**src/hdl/fdep_pkg.sv**
```systemverilog
// Shared types, constants and helpers for the FAT directory entry parser.
`default_nettype none

package fdep_pkg;

  // Sizes and defaults
  localparam int DEF_MAX_CLUSTER_BYTES = 4096;
  localparam int ENTRY_BYTES           = 32;
  localparam int NAME_BYTES            = 11;
  localparam int EVQ_DEPTH             = 4;

  localparam logic [12:0] RST_CLUSTER_BYTES = 13'd4096;
  localparam logic [7:0]  RST_MAX_ENTRIES   = 8'd16;

  // Marker bytes inside an entry
  localparam logic [7:0] DELETED_MARK = 8'hE5;
  localparam logic [7:0] END_MARK     = 8'h00;
  localparam logic [7:0] SPACE_CHAR   = 8'h20;
  localparam logic [3:0] LFN_ATTR     = 4'hF;
  localparam int         DIR_ATTR_BIT = 4;

  // Byte offsets inside a 32-byte entry
  localparam logic [4:0] POS_FIRST   = 5'd0;
  localparam logic [4:0] POS_ATTR    = 5'd11;
  localparam logic [4:0] POS_CLHI_LO = 5'd20;
  localparam logic [4:0] POS_CLHI_HI = 5'd21;
  localparam logic [4:0] POS_CLLO_LO = 5'd26;
  localparam logic [4:0] POS_CLLO_HI = 5'd27;
  localparam logic [2:0] POS_SIZE_HI = 3'b111;  // offsets 28 to 31
  localparam logic [4:0] POS_LAST    = 5'd31;

  typedef enum logic {
    REG_CLUSTER_BYTES = 1'b0,
    REG_MAX_ENTRIES   = 1'b1
  } cfg_reg_t;

  typedef enum logic {
    KIND_FILE = 1'b0,
    KIND_DONE = 1'b1
  } kind_t;

  typedef struct packed {
    logic [7:0]  max_entries;
    logic [12:0] cluster_bytes;
  } cfg_t;

  // One classified entry event: a record, a done mark, or both
  typedef struct packed {
    logic        has_rec;
    logic        has_done;
    logic [87:0] name;
    logic [31:0] start_cluster;
    logic [31:0] file_size;
    logic        is_dir;
    logic [7:0]  count;
  } event_t;

  typedef struct packed {
    kind_t       kind;
    logic [63:0] name_head;
    logic [23:0] name_tail;
    logic [31:0] start_cluster;
    logic [31:0] file_size;
    logic        is_directory;
    logic [7:0]  entry_count;
    logic        last;
  } result_t;

  // Replace a padding space by zero
  function automatic logic [7:0] blank_space(input logic [7:0] b);
    return (b == SPACE_CHAR) ? 8'h00 : b;
  endfunction

endpackage

`default_nettype wire

```
**src/hdl/fdep_front.sv**
```systemverilog
// Front end: tracks entry offsets, captures entry fields and classifies each entry.
`default_nettype none

module fdep_front #(
  parameter int MAX_CLUSTER_BYTES = fdep_pkg::DEF_MAX_CLUSTER_BYTES
) (
  input  logic             clk,
  input  logic             rst,
  input  fdep_pkg::cfg_t   cfg,
  input  logic             accept,
  input  logic [7:0]       data_byte,
  input  logic             first,
  output logic             ev_push,
  output fdep_pkg::event_t ev
);
  import fdep_pkg::*;

  localparam int OW = $clog2(MAX_CLUSTER_BYTES);
  localparam int LW = OW + 1;
  localparam int CW = (LW > 13) ? LW : 13;

  logic [OW-1:0] offset;
  logic [7:0]    name_store [NAME_BYTES];
  logic [7:0]    attr;
  logic [15:0]   cl_hi;
  logic [15:0]   cl_lo;
  logic [31:0]   size_word;
  logic [7:0]    count;
  logic          fin;

  logic [CW-1:0] cb_ext;
  logic [CW-1:0] cb_clamp;
  logic [LW-1:0] limit;

  logic [OW-1:0] off_eff;
  logic [7:0]    cnt_eff;
  logic          fin_eff;
  logic [OW-1:0] off0;
  logic [LW-1:0] off1;
  logic [4:0]    pos;
  logic          wrap;
  logic          end_mark;
  logic          at_last;
  logic          rec_ok;
  logic [7:0]    cnt_new;
  logic          done31;
  logic          act;

  // Clamp the cluster size and round it down to whole entries
  always_comb begin
    cb_ext = CW'(cfg.cluster_bytes);
    if (cb_ext < CW'(ENTRY_BYTES)) begin
      cb_clamp = CW'(ENTRY_BYTES);
    end else if (cb_ext > CW'(MAX_CLUSTER_BYTES)) begin
      cb_clamp = CW'(MAX_CLUSTER_BYTES);
    end else begin
      cb_clamp = cb_ext;
    end
  end

  assign limit = LW'(cb_clamp & ~CW'(ENTRY_BYTES - 1));

  // Restart on a first byte, then locate the byte inside its entry
  always_comb begin
    off_eff  = first ? '0 : offset;
    cnt_eff  = first ? 8'd0 : count;
    fin_eff  = first ? 1'b0 : fin;
    off0     = ({1'b0, off_eff} >= limit) ? '0 : off_eff;
    off1     = {1'b0, off0} + LW'(1);
    pos      = off0[4:0];
    wrap     = (off1 >= limit);
    end_mark = (pos == POS_FIRST) && (data_byte == END_MARK);
    at_last  = (pos == POS_LAST);
    rec_ok   = (name_store[0] != DELETED_MARK) && (attr[3:0] != LFN_ATTR);
    cnt_new  = cnt_eff + {7'd0, rec_ok};
    done31   = wrap || (rec_ok && (cnt_new >= cfg.max_entries));
    act      = accept && !fin_eff;
  end

  // Build the entry event
  always_comb begin
    ev_push          = act && (end_mark || (at_last && (rec_ok || done31)));
    ev.has_rec       = !end_mark && at_last && rec_ok;
    ev.has_done      = end_mark || (at_last && done31);
    ev.name          = {name_store[0], name_store[1], name_store[2], name_store[3],
                        name_store[4], name_store[5], name_store[6], name_store[7],
                        name_store[8], name_store[9], name_store[10]};
    ev.start_cluster = {cl_hi, cl_lo};
    ev.file_size     = {data_byte, size_word[23:0]};
    ev.is_dir        = attr[DIR_ATTR_BIT];
    ev.count         = end_mark ? cnt_eff : cnt_new;
  end

  // Capture name bytes
  always_ff @(posedge clk) begin
    if (act && (pos < 5'(NAME_BYTES))) begin
      name_store[pos[3:0]] <= data_byte;
    end
  end

  // Advance offset, count and field words
  always_ff @(posedge clk) begin
    if (rst) begin
      offset    <= '0;
      count     <= 8'd0;
      fin       <= 1'b0;
      attr      <= 8'd0;
      cl_hi     <= 16'd0;
      cl_lo     <= 16'd0;
      size_word <= 32'd0;
    end else if (act) begin
      if (pos == POS_ATTR) begin
        attr <= data_byte;
      end
      if (pos == POS_CLHI_LO) begin
        cl_hi[7:0] <= data_byte;
      end
      if (pos == POS_CLHI_HI) begin
        cl_hi[15:8] <= data_byte;
      end
      if (pos == POS_CLLO_LO) begin
        cl_lo[7:0] <= data_byte;
      end
      if (pos == POS_CLLO_HI) begin
        cl_lo[15:8] <= data_byte;
      end
      if (pos[4:2] == POS_SIZE_HI) begin
        size_word[{pos[1:0], 3'b000} +: 8] <= data_byte;
      end
      count <= at_last ? cnt_new : cnt_eff;
      if (end_mark) begin
        offset <= off0;
        fin    <= 1'b1;
      end else if (wrap) begin
        offset <= '0;
        fin    <= 1'b1;
      end else begin
        offset <= off1[OW-1:0];
        fin    <= at_last && done31;
      end
    end
  end

  // Ignored bytes leave the listing untouched
  a_fin_no_event: assert property (@(posedge clk) disable iff (rst)
    accept && !first && fin |-> !ev_push)
    else $error("event pushed after listing finished");

  a_fin_hold: assert property (@(posedge clk) disable iff (rst)
    accept && !first && fin |=> $stable(offset) && $stable(count))
    else $error("state changed on an ignored byte");

  a_ev_nonempty: assert property (@(posedge clk) disable iff (rst)
    ev_push |-> ev.has_rec || ev.has_done)
    else $error("event pushed with nothing to report");

endmodule

`default_nettype wire

```
**src/hdl/fdep_evq.sv**
```systemverilog
// Short event queue between the entry classifier and the result formatter.
`default_nettype none

module fdep_evq #(
  parameter int DEPTH = fdep_pkg::EVQ_DEPTH
) (
  input  logic             clk,
  input  logic             rst,
  input  logic             wr,
  input  fdep_pkg::event_t wr_data,
  output logic             full,
  input  logic             rd,
  output logic             valid,
  output fdep_pkg::event_t rd_data
);
  import fdep_pkg::*;

  localparam int PW = (DEPTH > 1) ? $clog2(DEPTH) : 1;
  localparam int NW = $clog2(DEPTH + 1);

  event_t        slots [DEPTH];
  logic [PW-1:0] wr_ptr;
  logic [PW-1:0] rd_ptr;
  logic [NW-1:0] fill;

  assign full    = (fill == NW'(DEPTH));
  assign valid   = (fill != '0);
  assign rd_data = slots[rd_ptr];

  // Store incoming events
  always_ff @(posedge clk) begin
    if (wr && !full) begin
      slots[wr_ptr] <= wr_data;
    end
  end

  // Advance pointers and fill level
  always_ff @(posedge clk) begin
    if (rst) begin
      wr_ptr <= '0;
      rd_ptr <= '0;
      fill   <= '0;
    end else begin
      if (wr && !full) begin
        wr_ptr <= (wr_ptr == PW'(DEPTH - 1)) ? '0 : wr_ptr + PW'(1);
      end
      if (rd && valid) begin
        rd_ptr <= (rd_ptr == PW'(DEPTH - 1)) ? '0 : rd_ptr + PW'(1);
      end
      if ((wr && !full) && !(rd && valid)) begin
        fill <= fill + NW'(1);
      end else if (!(wr && !full) && (rd && valid)) begin
        fill <= fill - NW'(1);
      end
    end
  end

endmodule

`default_nettype wire

```
**src/hdl/fdep_back.sv**
```systemverilog
// Back end: expands entry events into result words and holds the output register.
`default_nettype none

module fdep_back (
  input  logic              clk,
  input  logic              rst,
  input  logic              ev_valid,
  input  fdep_pkg::event_t  ev,
  output logic              ev_pop,
  input  logic              pop,
  output logic              res_valid,
  output fdep_pkg::result_t res
);
  import fdep_pkg::*;

  logic       phase;     // record already sent, done word still owed
  logic       load;
  logic       take;
  logic       send_rec;
  logic [7:0] nbytes [NAME_BYTES];
  result_t    res_next;

  // Blank padding spaces in the name
  always_comb begin
    for (int j = 0; j < NAME_BYTES; j++) begin
      nbytes[j] = blank_space(ev.name[8*(NAME_BYTES-1-j) +: 8]);
    end
  end

  // Select the next result word
  always_comb begin
    load     = !res_valid || pop;
    take     = load && ev_valid;
    send_rec = ev.has_rec && !phase;
    ev_pop   = take && (!send_rec || !ev.has_done);
    if (send_rec) begin
      res_next.kind          = KIND_FILE;
      res_next.name_head     = {nbytes[0], nbytes[1], nbytes[2], nbytes[3],
                                nbytes[4], nbytes[5], nbytes[6], nbytes[7]};
      res_next.name_tail     = {nbytes[8], nbytes[9], nbytes[10]};
      res_next.start_cluster = ev.start_cluster;
      res_next.file_size     = ev.file_size;
      res_next.is_directory  = ev.is_dir;
      res_next.entry_count   = 8'd0;
      res_next.last          = !ev.has_done;
    end else begin
      res_next.kind          = KIND_DONE;
      res_next.name_head     = 64'd0;
      res_next.name_tail     = 24'd0;
      res_next.start_cluster = 32'd0;
      res_next.file_size     = 32'd0;
      res_next.is_directory  = 1'b0;
      res_next.entry_count   = ev.count;
      res_next.last          = 1'b1;
    end
  end

  // Load the output word
  always_ff @(posedge clk) begin
    if (take) begin
      res <= res_next;
    end
  end

  // Track output valid and the pending done word
  always_ff @(posedge clk) begin
    if (rst) begin
      res_valid <= 1'b0;
      phase     <= 1'b0;
    end else if (take) begin
      res_valid <= 1'b1;
      phase     <= send_rec && ev.has_done;
    end else if (pop) begin
      res_valid <= 1'b0;
    end
  end

  a_phase_has_event: assert property (@(posedge clk) disable iff (rst)
    phase |-> ev_valid && ev.has_done)
    else $error("pending done word without its event");

  a_done_is_last: assert property (@(posedge clk) disable iff (rst)
    res_valid && res.kind == KIND_DONE |-> res.last)
    else $error("done word not marked last");

  a_phase_follows_rec: assert property (@(posedge clk) disable iff (rst)
    $rose(phase) |-> res_valid && res.kind == KIND_FILE && !res.last)
    else $error("done word owed without a preceding record");

endmodule

`default_nettype wire

```
**src/hdl/fat_directory_entry_parser_core.sv**
```systemverilog
// Top level of the FAT directory entry parser: config registers and channel wiring.
//
// Input queue: drive data_byte and first with push; a byte is taken at an edge with
// push high and full low. first restarts the listing at offset zero. One byte per
// cycle is sustained; full rises only when the four-deep event queue is full,
// which needs the result side to stall for several entries.
// Result queue: while empty is low the oldest word sits on kind..last; pop takes it.
// A word is shown once the event of its byte (the last byte of an entry, or a zero
// first byte) has passed the event queue and the output register. A record
// followed by its done word leaves on two consecutive pops; at most two words come
// from one byte; the formatter sends one word per cycle while pop is high.
// When pop stays low the output register holds its word and events wait in the
// queue; byte intake continues until that queue fills.
// Configuration: cfg_index selects cluster_bytes (0) or max_entries (1), cfg_data
// carries the value; cfg_ready is always high. Write only while the block is idle.
// Reset clears offsets, counts and queues and loads cluster_bytes 4096 and
// max_entries 16; bytes after reset parse as if a cluster had just started.
`default_nettype none

module fat_directory_entry_parser_core #(
  parameter int MAX_CLUSTER_BYTES = fdep_pkg::DEF_MAX_CLUSTER_BYTES
) (
  input  logic        clk,
  input  logic        rst,
  input  logic        push,
  output logic        full,
  input  logic [7:0]  data_byte,
  input  logic        first,
  output logic        empty,
  input  logic        pop,
  output logic        kind,
  output logic [63:0] name_head,
  output logic [23:0] name_tail,
  output logic [31:0] start_cluster,
  output logic [31:0] file_size,
  output logic        is_directory,
  output logic [7:0]  entry_count,
  output logic        last,
  input  logic        cfg_valid,
  output logic        cfg_ready,
  input  logic        cfg_index,
  input  logic [12:0] cfg_data
);
  import fdep_pkg::*;

  cfg_t    cfg;
  logic    accept;
  logic    ev_push;
  event_t  ev_in;
  logic    ev_valid;
  logic    ev_pop;
  event_t  ev_head;
  logic    res_valid;
  result_t res;

  assign cfg_ready = 1'b1;
  assign accept    = push && !full;

  // Hold configuration registers
  always_ff @(posedge clk) begin
    if (rst) begin
      cfg.cluster_bytes <= RST_CLUSTER_BYTES;
      cfg.max_entries   <= RST_MAX_ENTRIES;
    end else if (cfg_valid && cfg_ready) begin
      case (cfg_reg_t'(cfg_index))
        REG_CLUSTER_BYTES: cfg.cluster_bytes <= cfg_data;
        REG_MAX_ENTRIES:   cfg.max_entries   <= cfg_data[7:0];
        default: ;
      endcase
    end
  end

  fdep_front #(
    .MAX_CLUSTER_BYTES(MAX_CLUSTER_BYTES)
  ) u_front (
    .clk      (clk),
    .rst      (rst),
    .cfg      (cfg),
    .accept   (accept),
    .data_byte(data_byte),
    .first    (first),
    .ev_push  (ev_push),
    .ev       (ev_in)
  );

  fdep_evq #(
    .DEPTH(EVQ_DEPTH)
  ) u_evq (
    .clk    (clk),
    .rst    (rst),
    .wr     (ev_push),
    .wr_data(ev_in),
    .full   (full),
    .rd     (ev_pop),
    .valid  (ev_valid),
    .rd_data(ev_head)
  );

  fdep_back u_back (
    .clk      (clk),
    .rst      (rst),
    .ev_valid (ev_valid),
    .ev       (ev_head),
    .ev_pop   (ev_pop),
    .pop      (pop),
    .res_valid(res_valid),
    .res      (res)
  );

  // Drive result ports
  assign empty         = !res_valid;
  assign kind          = res.kind;
  assign name_head     = res.name_head;
  assign name_tail     = res.name_tail;
  assign start_cluster = res.start_cluster;
  assign file_size     = res.file_size;
  assign is_directory  = res.is_directory;
  assign entry_count   = res.entry_count;
  assign last          = res.last;

endmodule

`default_nettype wire
```
**config.mk**
```make
export PLATFORM = sky130hd
export DESIGN_NAME = fat_directory_entry_parser_core
export DESIGN_NICKNAME = d
export VERILOG_FILES = /design/src/hdl/fdep_pkg.sv /design/src/hdl/fdep_front.sv /design/src/hdl/fdep_evq.sv /design/src/hdl/fdep_back.sv /design/src/hdl/fat_directory_entry_parser_core.sv
export SDC_FILE = /design/constraint.sdc
export NUM_CORES = 1
export LEC_CHECK = 0
export ABC_AREA = 1
export ABC_CLOCK_PERIOD_IN_PS = 13200
export BUFFER_PORTS_ARGS = -buffer_cell sky130_fd_sc_hd__buf_4
export CAP_MARGIN = 20
export CELL_PAD_IN_SITES_DETAIL_PLACEMENT = 0
export CELL_PAD_IN_SITES_GLOBAL_PLACEMENT = 1
export CORE_AREA = 2 2 308 280
export CTS_BUF_LIST = sky130_fd_sc_hd__clkbuf_8
export CTS_CLUSTER_SIZE = 16
export DETAILED_ROUTE_END_ITERATION = 12
export DIE_AREA = 0 0 310 282
export GPL_TIMING_DRIVEN = 1
export PLACE_DENSITY_LB_ADDON = 0.1
export REMOVE_ABC_BUFFERS = 1
export SYNTH_ARGS = -nofsm -noshare
export SYNTH_HDL_FRONTEND = slang
export SYNTH_SLANG_ARGS = --single-unit
```
**constraint.sdc**
```tcl
create_clock -name clk -period 13.2 [get_ports clk]
set_input_delay 2.64 -clock clk [delete_from_list [all_inputs] [get_ports clk]]
set_output_delay 2.64 -clock clk [all_outputs]
set_load 0.05 [all_outputs]
```
; ---- Word-level counts from Yosys, hierarchy flattened
; Memories as Yosys holds them, arrays and structs flattened. A register that Yosys moved wholly into a read port is not among the register bits.
; Cells that the tools add are included.
[totals]
ram_bits = 740
mem_count = 2
out_inout_bits = 166
reg_bits = 283
[mem_list]
columns = memory, words, width, read_ports, rd_clocked_by_memory_dff, wr, line
row1 = u_evq.slots, 4, 163, 1, 1, 1, fdep_evq.sv:21  ; event_t slots [DEPTH];
row2 = u_front.name_store, 11, 8, 11, 0, 1, fdep_front.sv:23  ; logic [7:0] name_store [NAME_BYTES];
[op_classes]
n_bitwise = 2
reduce_logical = 58
muxes = 37
n_addsub = 7
shift = 2
magnitude_cmp = 6
eq_ne = 23
[ops]
columns = cell, n
row1 = 2-to-1 mux 163 bit, 1
row2 = 2-to-1 mux 8 bit, 14
row3 = "equality test 8 x 6 -> 1 bit, second input constant", 11
row4 = 2-to-1 mux 12 bit, 4
row5 = bitwise mux 32 bit, 1
row6 = "variable shift 8 x 7 -> 32 bit, first input constant", 1
row7 = indexed part select 8 x 7 -> 32 bit, 1
row8 = 2-to-1 mux 13 bit, 2
row9 = "equality test 5 bit, second input constant", 5
row10 = OR reduction 2 bit, 11
row11 = logical AND 1 bit, 19
row12 = AND reduction 2 bit, 8
row13 = "adder 12 x 1 -> 13 bit, second input constant", 1
row14 = greater-or-equal comparator 12 x 13 -> 1 bit, 1
row15 = greater-or-equal comparator 13 bit, 1
row16 = "greater-than comparator 13 bit, second input constant", 1
row17 = "< comparator 13 x 6 -> 1 bit, second input constant", 1
row18 = logical NOT 1 bit, 9
row19 = 2-to-1 mux 1 bit, 9
row20 = adder 8 x 1 -> 8 bit, 1
row21 = greater-or-equal comparator 8 bit, 1
row22 = logical NOT 8 bit, 1
row23 = 2-to-1 mux 2 bit, 4
row24 = "inequality test 8 bit, second input constant", 1
row25 = 15 further kinds, 26

; ---- Logic depth before layout (Yosys ltp)
[logic_depth]
word_depth = 17
mapped_depth = 42
depth_no_buf = 40

; ---- Hierarchy
; Synthesis repeated with hierarchy kept, for this count alone.
[unflattened]
cells_unflattened = 3154
area_unflattened_um2 = 39522.9
[by_module_without_submodules]
columns = module, seq_area_each_um2, cells_per_inst, area_each_um2, n_inst
row1 = fdep_evq, 19759.0, 1646, 24481.0, 1
row2 = fdep_front, 4284.1, 785, 7579.8, 1
row3 = fdep_back, 4934.7, 599, 6593.8, 1
row4 = fat_directory_entry_parser_core, 420.4, 124, 868.3, 1

; ---- Worst setup path before layout
; OpenSTA, ideal clock, no wires.
[synth_timing]
path_kind = input port to flip-flop
start = input first
end = memory u_evq.slots[0][0] in the netlist's numbering (enable)
t_arrival_ns = 13.157
cell_stages = 31
setup_ns = 0.688
slack_ns = -0.644
path_buffers = 4
path_cell_list = buf_6 clkbuf_1 nor2_1 ha_1 nand2_1 inv_1 nand2_1 nand2_1 nand2_1 nand3_2 inv_1 clkbuf_1 ha_1 clkbuf_1 nand2_1 nor2_2 nand3_1 nor4_1 ha_1 nand2_1 inv_1 nand2_1 nor2_1 nand2_1 o211ai_1 nor2_2 nand2_4 nand2_4 nand2_4 nand2_4 nor2_1
[synth_via]
elab_chain_len = 13
[synth_lines]
columns = item, line
row1 = "start, declared", fat_directory_entry_parser_core.sv:28  ; input logic first,
row2 = 2-to-1 mux 12 bit, fdep_front.sv:65  ; off_eff = first ? '0 : offset;
row3 = greater-or-equal comparator 12 x 13 -> 1 bit, fdep_front.sv:68  ; off0 = ({1'b0, off_eff} >= limit) ? '0 : off_eff;
row4 = 2-to-1 mux 12 bit, fdep_front.sv:68
row5 = adder 12 x 1 -> 13 bit, fdep_front.sv:69  ; off1 = {1'b0, off0} + LW'(1);
row6 = greater-or-equal comparator 13 bit, fdep_front.sv:71  ; wrap = (off1 >= limit);
row7 = logical OR 1 bit, fdep_front.sv:76  ; done31 = wrap || (rec_ok && (cnt_new >= cfg.max_entries));
row8 = logical OR 1 bit, fdep_front.sv:82  ; ev_push = act && (end_mark || (at_last && (rec_ok || done31)));
row9 = logical AND 1 bit, fdep_front.sv:82
row10 = logical OR 1 bit, fdep_front.sv:82
row11 = logical AND 1 bit (*), fdep_front.sv:82
row12 = logical AND 1 bit (*), fdep_evq.sv:32  ; if (wr && !full) begin
row13 = 2-to-1 mux 1 bit (*), fdep_evq.sv:32
row14 = 2-to-1 mux 1 bit (not written as such) (*), fdep_evq.sv:33  ; slots[wr_ptr] <= wr_data;
row15 = "end, declared", fdep_evq.sv:21
; Every way passes the cells marked *; elsewhere a longest branch is shown, timed or not.

; ---- Worst setup path after layout
[layout_timing]
start = input first
end = memory u_evq.slots[3][137] in the netlist's numbering (enable)
; Same word-level chain as after synthesis.

==> flow_summary.json <==
{
  "status": "complete, no violations",
  "vias_per_cell": 5.29,
  "synth_area_per_cell_um2": 13.1,
  "placed_area_um2": 41800,
  "power_w": 0.00995,
  "p_clk_share_pct": 25.9,
  "maxCapViolCount": 0,
  "arrival_ps": 8700,
  "start_util_pct": 46.8,
  "drt_iter0_markers": 1704,
  "ctsHoldBuffers": 0,
  "cts_made_buffers": 163,
  "nFillCells": 7105,
  "cp_top_family": "simple AND/OR/NAND/NOR gates",
  "areaGrowthSynthToFinish_pct": 14.6,
  "p_switching_w": 0.00378,
  "ys.flop_type": "edfxtp_1",
  "intPower_w": 0.00617,
  "nNetsFinal": 3284,
  "hpwlAfterDp_um": 51400,
  "drive_above_1_share_pct": 15.2,
  "path_class": "in2reg",
  "syn_area_um2": 39200,
  "synthArstFlopShare_pct": 0,
  "slew_violations": 0,
  "cts.clk_slew.worst_paths_ps": 50,
  "first_global_vias": 23600,
  "clockRootBuffer": "clkbuf_8",
  "worstPathRequired_ps": 13590,
  "wl_per_cell_um": 20.8,
  "clock-sinks": 1017,
  "synth_sequential_area_ratio_pct": 74.9,
  "cts_tree": "yes",
  "die_h_um": 282,
  "p_seq_share_pct": 41.3,
  "rows": 101,
  "drt_pass1_iterations": 5,
  "ys_types": 52,
  "period_minus_slack_ps": 8310,
  "cts.repair.resized": 0,
  "portBuffers": 192,
  "die_area_um2": 87400,
  "h-tree-depth": 4,
  "clock_skew_ps": 32.3,
  "die_w_um": 310,
  "vdd.ir_drop.worst_mv": 0.395,
  "critPathLaunchType": "input pin",
  "drc": 0,
  "antenna_found_initial": 8,
  "rsz0062_at_grt": "no",
  "clockBufferDepth": 3,
  "swShare_pct": 38.0,
  "cpPeakStageDelay_ps": 880,
  "slew_headroom_pct": 28.9,
  "critPathMaxFanout": 64,
  "synth_edf_count": 903,
  "setup_violations": 0,
  "routed-via-count": 23700,
  "worst_slew_pin_slew_ps": 1070,
  "gp_congestion": 0.808,
  "grt_max_degree": 185,
  "routed_wl_um": 93400,
  "clock.fmax_ghz": 0.120,
  "hp-class": "reg2reg",
  "critPathMostFrequentCell": "nand2_1",
  "hold_viol": 0,
  "power.density_nw_per_um2": 221,
  "leakage_nw": 16.5,
  "io_pins": 194,
  "slowest_stage": "buf_4",
  "final_util_pct": 53.6,
  "postCtsSetupBuffers": 0,
  "crit_path_end_kind": "flop",
  "ant_nets": 0,
  "core_um2": 83900,
  "overflow": 0,
  "insertion_delay_ps": 800,
  "ys_warn_count": 0,
  "grt_pass1_wl_um": 140000,
  "power_frac_comb_pct": 32.7,
  "fin_area_um2": 45000,
  "grtUsageTotal_pct": 21.4,
  "finalCritPeriodShare_pct": 63.0,
  "crit_buf_inv": 6,
  "synth_cells": 2988,
  "ys_ff_latch": 1017
}
cell type report:
| cell class | count | area, µm² | area share [%] |
|---|---|---|---|
| Clock buffer | 188 | 2590 | 5.75 |
| Sequential cell | 1017 | 29400 | 65.4 |
| Multi-Input combinational cell | 1658 | 8630 | 19.2 |
| Clock inverter | 106 | 576 | 1.28 |
| Tap cell | 1133 | 1420 | 3.15 |
| Antenna cell | 2 | 5.00 | 0.0111 |
| Inverter | 154 | 604 | 1.34 |
| Timing Repair Buffer | 223 | 1750 | 3.89 |
power by group through the flow:
stage                     clock network, W  logic (W)  registers [W]
final                              0.00258    0.00326        0.00411
after global routing               0.00279    0.00352        0.00415
after CTS                          0.00265    0.00331        0.00412
after detailed placement                 0    0.00330        0.00418
after global placement                   0    0.00326        0.00417
after floorplan                          0    0.00129        0.00527
flip-flops by register name (all words and copies together) (netlist names), 3 cells and up, named ones only:
register,flops
u_evq.slots,652
u_back.res,163
u_front.name_store,88
u_front.size_word,24
cfg,21
u_front.cl_hi,16
u_front.cl_lo,16
u_front.offset,12
u_front.count,8
u_front.attr,5
u_evq.fill,3
cell families after synthesis:
| group | Yosys count | synth area share (%) |
|---|---|---|
| DFF | 1017 | 74.9 |
| AOI/OAI and AO/OA | 635 | 10.0 |
| buffers and inverters | 313 | 3.23 |
| xor gates and xnor gates | 8 | 0.179 |
| adders and majority gates | 39 | 1.26 |
| other | 1 | 0.00956 |
| and+or+nand+nor | 975 | 10.4 |
tightest hold or removal path: stages (launching register included):
cell	delay (ps)
dfxtp_1	290
inv_1	60
a21oi_1	60
layer usage:
layer  track usage, %  up-vias  wire [µm]
li1                 -    11300          -
met1             28.5    11700      41000
met2             35.4      585      45400
met3             4.04      160       4690
met4             7.42        2       2250
met5                0        -         13
through the flow:
| step | instances | setup TNS, ps | hold WS (ps) | worst slack [ps] |
|---|---|---|---|---|
| 3_5_place_dp | 4185 | 0 | 454 | 4090 |
| 3_3_place_gp | 4185 | 0 | 443 | 4070 |
| 6_report | 4481 | 0 | 464 | 4890 |
| 4_1_cts | 4479 | 0 | 461 | 4930 |
| 5_1_grt | 4480 | 0 | 489 | 4390 |
| 2_1_floorplan | 2829 | -472720 | 432 | -2960 |
cell usage after synthesis, types with 2 or more instances:
cell	count	area (µm²)
o21ai_1	18	90.1
o22ai_1	9	56.3
nand3b_1	2	15.0
nor3_1	17	85.1
nor2_1	475	1780
nand3_2	2	20.0
dfxtp_1	114	2280
a21oi_1	224	1120
buf_4	6	45.0
a31oi_1	4	25.0
a32oi_1	11	96.3
ha_1	38	475
a41oi_1	15	131
buf_2	44	220
nor3_2	2	20.0
nand2_1	388	1460
inv_2	8	30.0
edfxtp_1	903	27100
nor2_2	15	93.8
nor3_4	5	81.3
a211oi_1	16	120
a32o_1	78	781
nand2_2	2	12.5
nand3_4	2	35.0
clkbuf_1	102	383
o211ai_1	4	30.0
xor2_1	7	61.3
o21a_1	2	15.0
buf_1	6	22.5
nor4_1	3	18.8
nand4_1	25	156
nand3_1	24	120
o41ai_4	8	220
o21ai_0	239	1200
a221oi_1	3	26.3
nand2_4	8	90.1
inv_1	144	541
final timing paths:
kind / to / cells after the start / startpoint / slack [ps]
setup / recovery: u_evq.slots[3][137]$_DFFE_PP_ / 30 / first / 4890
hold / removal: u_front.count[0]$_SDFFE_PP0P_ / 2 / u_front.count[0]$_SDFFE_PP0P_ / 460
setup reg to reg: u_evq.slots[3][137]$_DFFE_PP_ / 32 / cfg[5]$_SDFFE_PP0P_ / 6050
hold reg to reg: u_front.count[0]$_SDFFE_PP0P_ / 2 / u_front.count[0]$_SDFFE_PP0P_ / 460
cells in the final DEF (no fill, tap or decap), types with 38 or more instances in the layout:
master | Yosys | final
nor2_1 | 475 | 471
edfxtp_1 | 903 | 903
clkbuf_8 | 0 | 188
ha_1 | 38 | 38
a32o_1 | 78 | 78
dfxtp_1 | 114 | 112
nand2_1 | 388 | 388
buf_4 | 6 | 217
o21ai_0 | 239 | 238
inv_1 | 144 | 188
a21oi_1 | 224 | 223
Power figures use the tool's default switching activity.
